## src/rtl/vnacc_pkg.sv

```systemverilog
// Shared constants, codes and controller/datapath interface types
// for the vertex normal accumulator. Depends on nothing.
package vnacc_pkg;

	localparam int VERTEX_COUNT = 1024;
	localparam int COORD_BITS   = 16;
	localparam int ACCUM_BITS   = 48;

	localparam int IDX_BITS   = 10;
	localparam int OP_BITS    = 2;
	localparam int ADDR_BITS  = $clog2(VERTEX_COUNT);
	localparam int CMP_BITS   = 32;
	localparam int EDGE_BITS  = COORD_BITS + 1;
	localparam int PROD_BITS  = 2 * EDGE_BITS;
	localparam int CROSS_BITS = PROD_BITS + 1;
	localparam int SUM_BITS   = ((ACCUM_BITS > CROSS_BITS) ? ACCUM_BITS : CROSS_BITS) + 1;
	localparam int VTX_WIDTH  = 3 * COORD_BITS;
	localparam int ACC_WIDTH  = 3 * ACCUM_BITS;

	localparam logic signed [ACCUM_BITS-1:0] ACC_MAX = {1'b0, {(ACCUM_BITS-1){1'b1}}};
	localparam logic signed [ACCUM_BITS-1:0] ACC_MIN = {1'b1, {(ACCUM_BITS-1){1'b0}}};

	typedef enum logic [OP_BITS-1:0] {
		OP_LOAD = 2'd0,
		OP_TRI  = 2'd1,
		OP_READ = 2'd2,
		OP_NONE = 2'd3
	} op_t;

	typedef enum logic [1:0] {
		SEL_A = 2'd0,
		SEL_B = 2'd1,
		SEL_C = 2'd2
	} sel_t;

	typedef enum logic [3:0] {
		ST_CLEAR,
		ST_IDLE,
		ST_VTX_A,
		ST_VTX_B,
		ST_VTX_C,
		ST_EDGE,
		ST_MUL,
		ST_CROSS,
		ST_ACC_RA,
		ST_ACC_WA,
		ST_ACC_WB,
		ST_ACC_WC,
		ST_RD_REQ,
		ST_RD_DATA
	} state_t;

	typedef struct packed {
		logic capture;
		logic vtx_we;
		logic vtx_re;
		sel_t vtx_sel;
		logic pa_ld;
		logic pb_ld;
		logic edge_ld;
		logic mul_ld;
		logic cross_ld;
		logic acc_re;
		sel_t acc_rsel;
		logic acc_we;
		sel_t acc_wsel;
		logic clr_we;
		logic out_ld;
	} cmd_t;

	typedef struct packed {
		logic ld_ok;
		logic tri_ok;
		logic clr_last;
		logic out_free;
	} stat_t;

endpackage

```

## src/rtl/vnacc_ctrl.sv

```systemverilog
// Sequencing controller of the vertex normal accumulator.
// Depends on vnacc_pkg for the state, op, command and status types.
module vnacc_ctrl import vnacc_pkg::*; (
	input  logic               clk,
	input  logic               arst_n,
	input  logic               in_valid,
	input  logic [OP_BITS-1:0] op,
	input  stat_t              status,
	output logic               in_stall,
	output cmd_t               cmd
);

	state_t state_q;
	state_t state_n;
	op_t    op_e;

	assign op_e = op_t'(op);

	always_ff @(posedge clk or negedge arst_n) begin
		if (!arst_n) begin
			state_q <= ST_CLEAR;
		end else begin
			state_q <= state_n;
		end
	end

	always_comb begin
		state_n = state_q;
		unique case (state_q)
			ST_CLEAR: begin
				if (status.clr_last) begin
					state_n = ST_IDLE;
				end
			end
			ST_IDLE: begin
				if (in_valid) begin
					unique case (op_e) inside
						OP_LOAD, OP_NONE: state_n = ST_IDLE;
						OP_TRI:           state_n = status.tri_ok ? ST_VTX_A : ST_IDLE;
						OP_READ:          state_n = ST_RD_REQ;
						default:          state_n = ST_IDLE;
					endcase
				end
			end
			ST_VTX_A:   state_n = ST_VTX_B;
			ST_VTX_B:   state_n = ST_VTX_C;
			ST_VTX_C:   state_n = ST_EDGE;
			ST_EDGE:    state_n = ST_MUL;
			ST_MUL:     state_n = ST_CROSS;
			ST_CROSS:   state_n = ST_ACC_RA;
			ST_ACC_RA:  state_n = ST_ACC_WA;
			ST_ACC_WA:  state_n = ST_ACC_WB;
			ST_ACC_WB:  state_n = ST_ACC_WC;
			ST_ACC_WC:  state_n = ST_IDLE;
			ST_RD_REQ:  state_n = ST_RD_DATA;
			ST_RD_DATA: begin
				if (status.out_free) begin
					state_n = ST_IDLE;
				end
			end
			default:    state_n = ST_CLEAR;
		endcase
	end

	always_comb begin
		cmd      = '0;
		in_stall = 1'b1;
		unique case (state_q)
			ST_CLEAR: begin
				cmd.clr_we = 1'b1;
			end
			ST_IDLE: begin
				in_stall = 1'b0;
				if (in_valid) begin
					cmd.capture = 1'b1;
					cmd.vtx_we  = (op_e == OP_LOAD) && status.ld_ok;
				end
			end
			ST_VTX_A: begin
				cmd.vtx_re  = 1'b1;
				cmd.vtx_sel = SEL_A;
			end
			ST_VTX_B: begin
				cmd.vtx_re  = 1'b1;
				cmd.vtx_sel = SEL_B;
				cmd.pa_ld   = 1'b1;
			end
			ST_VTX_C: begin
				cmd.vtx_re  = 1'b1;
				cmd.vtx_sel = SEL_C;
				cmd.pb_ld   = 1'b1;
			end
			ST_EDGE:  cmd.edge_ld  = 1'b1;
			ST_MUL:   cmd.mul_ld   = 1'b1;
			ST_CROSS: cmd.cross_ld = 1'b1;
			ST_ACC_RA: begin
				cmd.acc_re   = 1'b1;
				cmd.acc_rsel = SEL_A;
			end
			ST_ACC_WA: begin
				cmd.acc_we   = 1'b1;
				cmd.acc_wsel = SEL_A;
				cmd.acc_re   = 1'b1;
				cmd.acc_rsel = SEL_B;
			end
			ST_ACC_WB: begin
				cmd.acc_we   = 1'b1;
				cmd.acc_wsel = SEL_B;
				cmd.acc_re   = 1'b1;
				cmd.acc_rsel = SEL_C;
			end
			ST_ACC_WC: begin
				cmd.acc_we   = 1'b1;
				cmd.acc_wsel = SEL_C;
			end
			ST_RD_REQ: begin
				cmd.acc_re   = 1'b1;
				cmd.acc_rsel = SEL_A;
			end
			ST_RD_DATA: begin
				cmd.out_ld = status.out_free;
			end
			default: begin
				cmd = '0;
			end
		endcase
	end

endmodule

```

## config.mk

```make
export PLATFORM = sky130hd
export DESIGN_NAME = vnacc_ctrl
export DESIGN_NICKNAME = d
export VERILOG_FILES = /design/src/rtl/vnacc_pkg.sv /design/src/rtl/vnacc_ctrl.sv
export SDC_FILE = /design/constraint.sdc
export NUM_CORES = 1
export LEC_CHECK = 0
export BUFFER_PORTS_ARGS = -buffer_cell sky130_fd_sc_hd__buf_2
export CELL_PAD_IN_SITES_DETAIL_PLACEMENT = 0
export CELL_PAD_IN_SITES_GLOBAL_PLACEMENT = 1
export CORE_MARGIN = 1.5
export CORE_UTILIZATION = 32
export DETAILED_ROUTE_END_ITERATION = 7
export GPL_TIMING_DRIVEN = 0
export PLACE_DENSITY = 0.89
export SYNTH_ARGS = -nofsm -noshare
export SYNTH_HDL_FRONTEND = slang
export SYNTH_SLANG_ARGS = --single-unit
```

## constraint.sdc

```tcl
create_clock -name clk -period 3.79 [get_ports clk]
set_input_delay 0.5685 -clock clk [delete_from_list [all_inputs] [get_ports clk]]
set_output_delay 0.5685 -clock clk [all_outputs]
set_load 0.02 [all_outputs]
```

## After elaboration in Yosys (flattened, before gate mapping)

Index checks and enable logic that the tools add are counted.

| operators by class | value |
|---|---|
| mux-type cells | 19 |
| reduce and logical (&&, ||, !) cells | 5 |
| equality and inequality tests | 18 |

Operators by type and width:

| kind | number |
|---|---|
| $pmux W4 S14 | 1 |
| $pmux W3 S3 | 3 |
| $eq A4 B4 Y1 const B | 6 |
| $eq A4 B3 Y1 const B | 4 |
| $mux W4 | 3 |
| $eq A4 B2 Y1 const B | 2 |
| $mux W1 | 8 |
| $pmux W4 S2 | 1 |
| $mux W2 | 3 |
| $ne A2 B2 Y1 const B | 3 |
| $eq A4 B1 Y1 const B | 1 |
| $logic_not A4 Y1 | 1 |
| $reduce_and A3 Y1 | 1 |
| $eq A2 B1 Y1 const B | 1 |
| $eq A2 B2 Y1 const B | 1 |
| $logic_not A2 Y1 | 1 |
| $reduce_or A2 Y1 | 1 |
| $logic_and A1 B1 Y1 | 1 |

| storage, ports and cells | value |
|---|---|
| bits in registers | 4 |
| word-level logic and storage cells | 43 |
| input bits | 9 |
| output and inout port bits | 19 |

## Logic depth before layout (Yosys ltp)

Gate-level depths: netlist of the first run.

| logic depth | value |
|---|---|
| word-level depth | 4 |
| gate-level depth with buffers | 6 |
| depth with buffers taken out | 6 |

## Worst setup path before layout of the first run

Ideal clock, no wire load.

| timing path | value |
|---|---|
| kind | register -> output |
| from | register state_q[2] |
| to | output cmd[14] in the netlist's numbering |
| path buffers | 1 |
| slack | 1,680 ps |
| data required time | 3,222 ps |
| stages on the path, launching flop included | 4 |
| arrival | 1,542 ps |
| path through | dfrtp_1 or2b_2 nor3_1 buf_4 |

RTL lines:

| item | RTL line | source |
|---|---|---|
| start: declaration | vnacc_ctrl.sv:13 | `state_t state_q;` |
| start signal: assignment | vnacc_ctrl.sv:23 | `state_q <= state_n;` |
| end: declaration | vnacc_ctrl.sv:10 | `output cmd_t cmd` |

==> impl_metrics.ini, run 1 <==
[pwr]
switching_share_pct = 51.8
pwr_density_cell_mw_per_mm2 = 769
combPwrFrac_pct = 74.2
p_seq_share_pct = 16.3
vdd_ir_drop_max_v = 0.000394
internal_power_w = 0.000270
p_clk_share_pct = 9.5
p_switching_w = 0.000291
p_leak_nw = 0.416

[final_layout]
regArea_um2 = 100
n_antenna_cell = 0
reg.largest.list = state_q x4
final_area_um2 = 729
nFillCells = 170
top_register = state_q
multi_input_area_um2 = 370
largest_reg_flops = 4
area_delta_synth_final_pct = 32.2
final_nets = 116
drive_gt1_share_pct = 44.1

[cts]
cts_buffers = 3
path_clk_slew_ns = 0.04
clkSinkCount = 4
htreeDepth = 1
cts.path.max_buffers = 2
postCtsHoldBufs = 0
cts_tree = yes
clk_latency_ns = 0.24
ctsResizeCount = 0
cts-root-buf = clkbuf_4
cts_setup_buffers = 0

[setup_path]
cpPeakStageDelay_ns = 0.47
path_max_fanout = 7
worstSetupStartpointType = flip-flop
critPathRequiredTime_ns = 3.22
crit_path_top_delay_cell = dfrtp_1
cp_top_family = simple AND/OR/NAND/NOR gates
critical_path_buf_inv_count = 2
crit_chain = or2b_2, nor3_1, buf_4, buf_2
crit_path_end_kind = primary output
path_class = reg2out
crit_arrival_ns = 1.59

[grt]
antenna_found_initial = 0
grt_max_degree = 11
grt_pass1_vias = 560
grt-ovfl-total = 0
grt_pass1_wl_um = 2440
grtUsageTotal_pct = 16.4

[min_path]
hold_class = in2async

[sta]
setup_tns_ns = 0
fin_skew_ns = 0.00772
max-slew-margin-rel_pct = 75.4
finalSetupViolCount = 0
slew_viol_final = 0
post-route-period-util_pct = 56.9
fmax_ghz = 0.464
period_minus_slack_ns = 2.16
rsz0062_at_grt = false
tightest_slew_ns = 0.359
finalHoldViolCount = 0

[synth]
ys_ff_latch = 4
synth.most_common_cell = nor2_1
yosys-top-cells-count = nor2_1, inv_1, nand2_1, nor3_1
synth_edf_count = 0
synth_top_area_share_pct = 18.1
synthFlopType = dfrtp_1
async_flop_share_pct = 100
synthesis.nets = 84
synth_area_um2 = 552
yosysTopAreaCell = dfrtp_1
ys_warn_count = 0
avgSynthCellArea_um2 = 7.66
yosys-top-cells-area = dfrtp_1, nor2_1, ha_1
yosys.cell_types.count = 30
synth_cells = 72
seq_area_frac_synth_pct = 18.1

[route]
vias_per_cell = 5.26
drt-wirelength-per-cell_um = 12.5
via_count = 621
wl_um = 1470
dr.pass1.iters = 6
drt_iter0_markers = 6
drtAntennaViolNets = 0
drcViolationCount = 1

[placed_design]
gp_congestion = 0.795
dp_hpwl_um = 1200
postPlaceCellArea_um2 = 707
numPortBuffers = 27

[floorplanning]
initial_core_util_pct = 35.4
core_area_mm2 = 0.00156
dieArea_mm2 = 0.00198
die_h_um = 44.5
row_count = 14
ioPinCount = 28
fp.dieW_um = 44.5

[run]
maxCapViolCount = 0

[run_status]
status = finished with violations
violations = design-rule violations
area by class of cell:
type | instances | area share, %
inverters | 5 | 2.57
clock buffers | 3 | 3.09
flip-flops and latches | 4 | 13.7
repair buffers | 27 | 18.5
plain buffers | 6 | 8.58
well taps | 16 | 2.74
multi-input cells | 57 | 50.8
final timing paths:
| kind | startpoint | endpoint | slack [ns] | cells past startpoint |
|---|---|---|---|---|
| min reg2reg | state_q[1]$_DFFE_PN0P_ | state_q[0]$_DFFE_PN0P_ | 0.78 | 4 |
| max in group asynchronous | arst_n | state_q[2]$_DFFE_PN0P_ | 3.54 | 1 |
| max | state_q[2]$_DFFE_PN0P_ | cmd[14] | 1.63 | 4 |
| min | arst_n | state_q[0]$_DFFE_PN0P_ | 0.13 | 1 |
| max reg2reg | state_q[0]$_DFFE_PN0P_ | state_q[3]$_DFFE_PN0P_ | 2.38 | 4 |
| min in group clk | status[0] | state_q[0]$_DFFE_PN0P_ | 0.70 | 4 |
placed cells by master, fill, tap and decap left out, types with 3 or more instances in the layout:
cell type and n:
inv_1 5, buf_2 27, nor2_1 12, dfrtp_1 4
nand2_1 5, ha_1 3, clkbuf_4 3, buf_6 3
nor3_1 5, a21oi_1 4, a21o_1 3
power groups by stage:
stage	Sequential (W)	Combinational [W]	Clock, W
2_1_floorplan	0.0000838	0.000322	0
3_3_place_gp	0.0000917	0.000411	0
3_5_place_dp	0.0000911	0.000415	0
4_1_cts	0.0000910	0.000418	0.0000550
5_1_grt	0.0000966	0.000455	0.0000587
6_report	0.0000913	0.000416	0.0000532
through the flow:
stage          util (%)  total power [W]  cells  setup WS, ns  hold WS, ns
2_1_floorplan         -         0.000405     72          1.68        0.273
3_3_place_gp       45.3         0.000503    115          1.91        0.376
3_5_place_dp       45.3         0.000506    115          1.87        0.378
4_1_cts            46.8         0.000564    118          1.61        0.125
5_1_grt            46.8         0.000610    118          1.52        0.126
6_report           46.8         0.000561    118          1.63        0.127
worst register-to-register path: stages (launching register included):
cell	delay (ns)
dfrtp_1	0.45
nor4_2	0.36
o2bb2ai_1	0.21
a21oi_2	0.08
a21o_1	0.18
per-layer routing:
metal  GRT usage, %  routed length (um)  up-vias
li1               -                   -      310
met1           20.8                 646      288
met2           28.7                 734       23
met3           4.08                  91        0
met4           1.82                   0        0
met5              0                   0        -
logic make-up (layout without fill, tap and decap cells):
logic type,Yosys count,in the layout,share of synthesized area [%]
DFF,4,4,18.1
and+or+nand+nor,35,35,34.5
buffers and inverters,11,41,14.7
adders and majority gates,3,3,6.80
muxes,1,1,1.81
AOI/OAI and AO/OA,18,18,24.0
Power figures use the tool's default switching activity.
==> inputs of run 2 (changes only) <==
CORE_ASPECT_RATIO = 0.7   (was default)
CORE_UTILIZATION = 27   (was 32)
PLACE_DENSITY = 0.81   (was 0.89)
clock period = 1.9 ns   (was 3.79 ns; I/O delays follow)
==> run 2 against run 1 <==
Compared with the run above: the run now ends clean; first-iteration DRC count rose to 2.5 times the previous value; routed wire length decreased by 0.14%; non-clock buffer count increased by 1; highest routed layer unchanged; clock skew fell by 0.0038 ns; final area grew 2.9%; register-to-register slack worse by 1.9 ns; via count decreased by 0.97%; sequential power is 100% higher; sequential share of layout area is 0.22 points lower; flip-flop and latch count unchanged; critical path type unchanged.
==> impl_metrics.ini, run 2 (same netlist as run 1, synthesis figures left out) <==
[final_layout]
final_common_cell = buf_2
area_delta_synth_final_pct = 36.1
n_antenna_cell = 0
top_register = state_q
final_nets = 117
final_cell_mix = buf_2, nor2_1, inv_1, nor3_1
finalNonFillerCells = 125
drive_gt1_share_pct = 45.6
reg.largest.list = state_q x4
largest_reg_flops = 4

[grt]
grt_max_degree = 11
grtUsageTotal_pct = 13.8
grt_pass1_vias = 536
grt_pass1_wl_um = 2390
antenna_found_initial = 0
grt-ovfl-total = 0

[pwr]
combPwrFrac_pct = 74.5
p_seq_share_pct = 16.5
pwr_density_cell_mw_per_mm2 = 1510
p_leak_nw = 0.419
p_clk_share_pct = 9.0
vdd_ir_drop_max_v = 0.000694
p_switching_w = 0.000587
internal_power_w = 0.000545
switching_share_pct = 51.9

[floorplanning]
row_count = 13
die_h_um = 40.8
fp.dieW_um = 57.0
core_area_mm2 = 0.00189
ioPinCount = 28
dieArea_mm2 = 0.00233
initial_core_util_pct = 29.2

[sta]
period_minus_slack_ns = 1.79
rsz0062_at_grt = false
tightest_slew_ns = 0.378
max-slew-margin-rel_pct = 74.2
finalHoldViolCount = 0
post-route-period-util_pct = 94.1
finalSetupViolCount = 0
setup_tns_ns = 0
fin_skew_ns = 0.00392
slew_viol_final = 0
fmax_ghz = 0.559

[setup_path]
critPathRequiredTime_ns = 1.62
worstSetupStartpointType = flip-flop
path_class = reg2out
path_max_fanout = 7
crit_arrival_ns = 1.50
worstReg2RegStart = state_q[1]$_DFFE_PN0P_
crit_path_end_kind = primary output
cp-startpoint = state_q[2]$_DFFE_PN0P_

[route]
vias_per_cell = 4.92
via_count = 615
drtAntennaViolNets = 0
drt-wirelength-per-cell_um = 11.8
drt_iter0_markers = 15
dr.pass1.iters = 4
drcViolationCount = 0
wl_um = 1470

[placed_design]
dp_hpwl_um = 1230
placed_cells = 121
gp_congestion = 0.763
numPortBuffers = 27

[cts]
cts_buffers = 3
htreeDepth = 1
clkSinkCount = 4
cts-root-buf = clkbuf_4
path_clk_slew_ns = 0.04
cts.path.max_buffers = 2
cts_tree = yes
clk_latency_ns = 0.23

[run_status]
status = finished clean

[min_path]
hold_class = in2async

[run]
maxCapViolCount = 0
[run 2: area by class of cell]
type	count	area, um^2
plain buffers	6	62.6
clock buffers	3	22.5
fillers	204	1140
inverters	5	18.8
multi-input cells	57	373
flip-flops and latches	4	101
well taps	22	27.5
repair buffers	28	145
[run 2: per-stage QoR]
step / setup WS (ns) / cell area (um^2) / util [%] / power [W] / hold slack [ns]
global route: 0.00646 / 751 / 39.8 / 0.00124 / 0.418
CTS: 0.0348 / 747 / 39.6 / 0.00113 / 0.374
floorplan: 0.0733 / 552 / - / 0.000808 / -0.0106
finish: 0.111 / 751 / 39.8 / 0.00113 / 0.385
detailed placement: 0.289 / 714 / 37.9 / 0.00102 / 0.0939
global placement: 0.297 / 714 / 37.9 / 0.00101 / 0.0886
[run 2: layer usage]
layer	wire (um)	track usage [%]	vias to the layer above
li1	-	-	314
met1	710	18.2	282
met2	657	24.1	19
met3	103	1.26	0
met4	0	5.23	0
met5	0	0	-
[run 2: power groups by stage]
stage / sequential [W] / combinational (W) / clock (W)
finish: 0.000187 / 0.000843 / 0.000102
floorplan: 0.000167 / 0.000641 / 0
CTS: 0.000183 / 0.000842 / 0.000106
global route: 0.000197 / 0.000930 / 0.000111
detailed placement: 0.000183 / 0.000838 / 0
global placement: 0.000184 / 0.000829 / 0
[run 2: path summary, 6_finish.rpt]
path,end,slack (ns),cells past startpoint
min reg2reg,state_q[0]$_DFFE_PN0P_,0.80,4
max,cmd[14],0.11,4
min in group clk,state_q[2]$_DFFE_PN0P_,0.41,3
max in group asynchronous,state_q[2]$_DFFE_PN0P_,1.39,2
min,state_q[3]$_DFFE_PN0P_,0.39,2
max reg2reg,state_q[0]$_DFFE_PN0P_,0.51,4
[run 2: repair_timing]
item	CTS	global route
hold buffers	1	0
resized for setup	0	2
setup endpoints to repair	0	3
buffers inserted	0	0
endpoints found under the hold margin	4	0
[run 2: worst max-delay path, stage by stage, from the launching register on]
cell	delay [ns]
dfrtp_2	0.42
or2b_2	0.36
nor3_1	0.20
buf_4	0.14
buf_2	0.15
==> inputs of run 3 (changes only) <==
PLACE_DENSITY = default   (was 0.81)
PLACE_DENSITY_LB_ADDON = 0.12   (was default)
==> run 3 against run 2 <==
Compared with the run above: die area did not move; register-to-register slack barely moved; setup slack got worse by 0.016 ns; global-route usage fell by 0.77 points; sequential power barely moved; final area fell by 0.33%; critical path type unchanged; highest routed layer unchanged.
==> impl_metrics.ini, run 3 (same netlist as run 1, synthesis figures left out) <==
[run_status]
status = finished clean

[setup_path]
critPathRequiredTime_ns = 1.62
path_class = reg2out
path_max_fanout = 10
worstSetupStartpointType = flip-flop
crit_path_end_kind = primary output
crit_arrival_ns = 1.52
ff2ff_path_depth = 5

[sta]
rsz0062_at_grt = false
holdWs_ns = 0.373
finalHoldViolCount = 0
post-route-period-util_pct = 95.0
finalSetupViolCount = 0
slew_viol_final = 0
fmax_ghz = 0.554
tightest_slew_ns = 0.362
fin_skew_ns = 0.00854
max-slew-margin-rel_pct = 75.2
setup_tns_ns = 0
period_minus_slack_ns = 1.80

[min_path]
hold_class = in2async

[final_layout]
final_cell_mix = buf_2, nor2_1, inv_1, nand2_1, nor3_1
reg.largest.list = state_q x4
finalNonFillerCells = 125
n_antenna_cell = 0
largest_reg_flops = 4
top_register = state_q
nFillCells = 210
drive_gt1_share_pct = 44.7
area_delta_synth_final_pct = 35.6
final_nets = 117
final_common_cell = buf_2

[floorplanning]
row_count = 13
initial_core_util_pct = 29.2
dieArea_mm2 = 0.00233
ioPinCount = 28
fp.dieW_um = 57.0
core_area_mm2 = 0.00189
die_h_um = 40.8

[grt]
grt-ovfl-total = 0
grtUsageTotal_pct = 13.0
antenna_found_initial = 0
grt_pass1_wl_um = 2260
grt_max_degree = 11
grt_pass1_vias = 506

[cts]
htreeDepth = 1
path_clk_slew_ns = 0.04
clk_latency_ns = 0.24
cts_buffers = 3
cts_tree = yes
cts-root-buf = clkbuf_4
cts.path.max_buffers = 2
clkSinkCount = 4

[route]
wl_met2_um = 638
drtAntennaViolNets = 0
wl_met3_um = 66
drt-wirelength-per-cell_um = 11.8
via_count = 609
wl_um = 1480
dr.pass1.iters = 4
vias_per_cell = 4.87
top_layer_used = met3
drcViolationCount = 0
drt_iter0_markers = 10
drt-met1-wl_um = 775

[placed_design]
dp_hpwl_um = 1200
numPortBuffers = 27
placed_cells = 121
gp_congestion = 0.825

[pwr]
p_leak_nw = 0.419
vdd_ir_drop_max_v = 0.000626
pwr_density_cell_mw_per_mm2 = 1520

[run]
maxCapViolCount = 0
-- run 3: cell counts in the layout (fill, tap and decap cells not counted) --
No cell type changed its count.
-- run 3: routing by layer --
metal / vias up / GRT usage (%)
li1: 312 / -
met3: 0 / 3.79
met2: 18 / 18.7
met4: 0 / 1.74
met5: - / 0
met1: 279 / 19.4
-- run 3: repair_timing --
item / in CTS / in global routing
hold buffers: 1 / 0
gates resized for setup: 0 / 1
endpoints found under the hold margin: 4 / 0
setup endpoints to repair: 0 / 1
setup buffers: 0 / 0
-- run 3: area by class of cell --
| class | instances | area [um^2] | share of cell area [%] |
|---|---|---|---|
| Multi-Input combinational cell | 57 | 370 | 49.5 |
| Timing Repair Buffer | 28 | 145 | 19.4 |
| Sequential cell | 4 | 101 | 13.5 |
| Buffer | 6 | 62.6 | 8.36 |
| Tap cell | 22 | 27.5 | 3.68 |
| Clock buffer | 3 | 22.5 | 3.01 |
| Inverter | 5 | 18.8 | 2.51 |
-- run 3: worst max-delay path: stages (launching register included) --
cell,delay [ns]
dfrtp_1,0.42
buf_6,0.17
inv_1,0.15
nand2_1,0.16
nor2_1,0.19
buf_2,0.19
-- run 3: final timing paths --
check,start,endpoint,slack (ns)
min reg2reg,state_q[2]$_DFFE_PN0P_,state_q[0]$_DFFE_PN0P_,0.78
max in group asynchronous,arst_n,state_q[2]$_DFFE_PN0P_,1.39
min,arst_n,state_q[1]$_DFFE_PN0P_,0.37
max,state_q[1]$_DFFE_PN0P_,cmd[5],0.1
min in group clk,status[0],state_q[0]$_DFFE_PN0P_,0.39
max reg2reg,state_q[1]$_DFFE_PN0P_,state_q[1]$_DFFE_PN0P_,0.52
-- run 3: stage by stage --
stage          util [%]  total power (W)  setup WS (ns)  instance area, um^2
6_report           39.7          0.00113         0.0954                  748
5_1_grt            39.7          0.00123        0.00123                  748
4_1_cts            39.6          0.00114         0.0303                  747
3_5_place_dp       37.9          0.00103          0.288                  714
3_3_place_gp       37.9          0.00103          0.295                  714
2_1_floorplan         -         0.000808         0.0733                  552
-- run 3: power by group --
group | switching (W) | internal, W | total, W
sequential | 0.0000651 | 0.000125 | 0.000190
clock | 0.0000353 | 0.0000706 | 0.000106
combinational | 0.000491 | 0.000347 | 0.000838
total | 0.000592 | 0.000542 | 0.00113
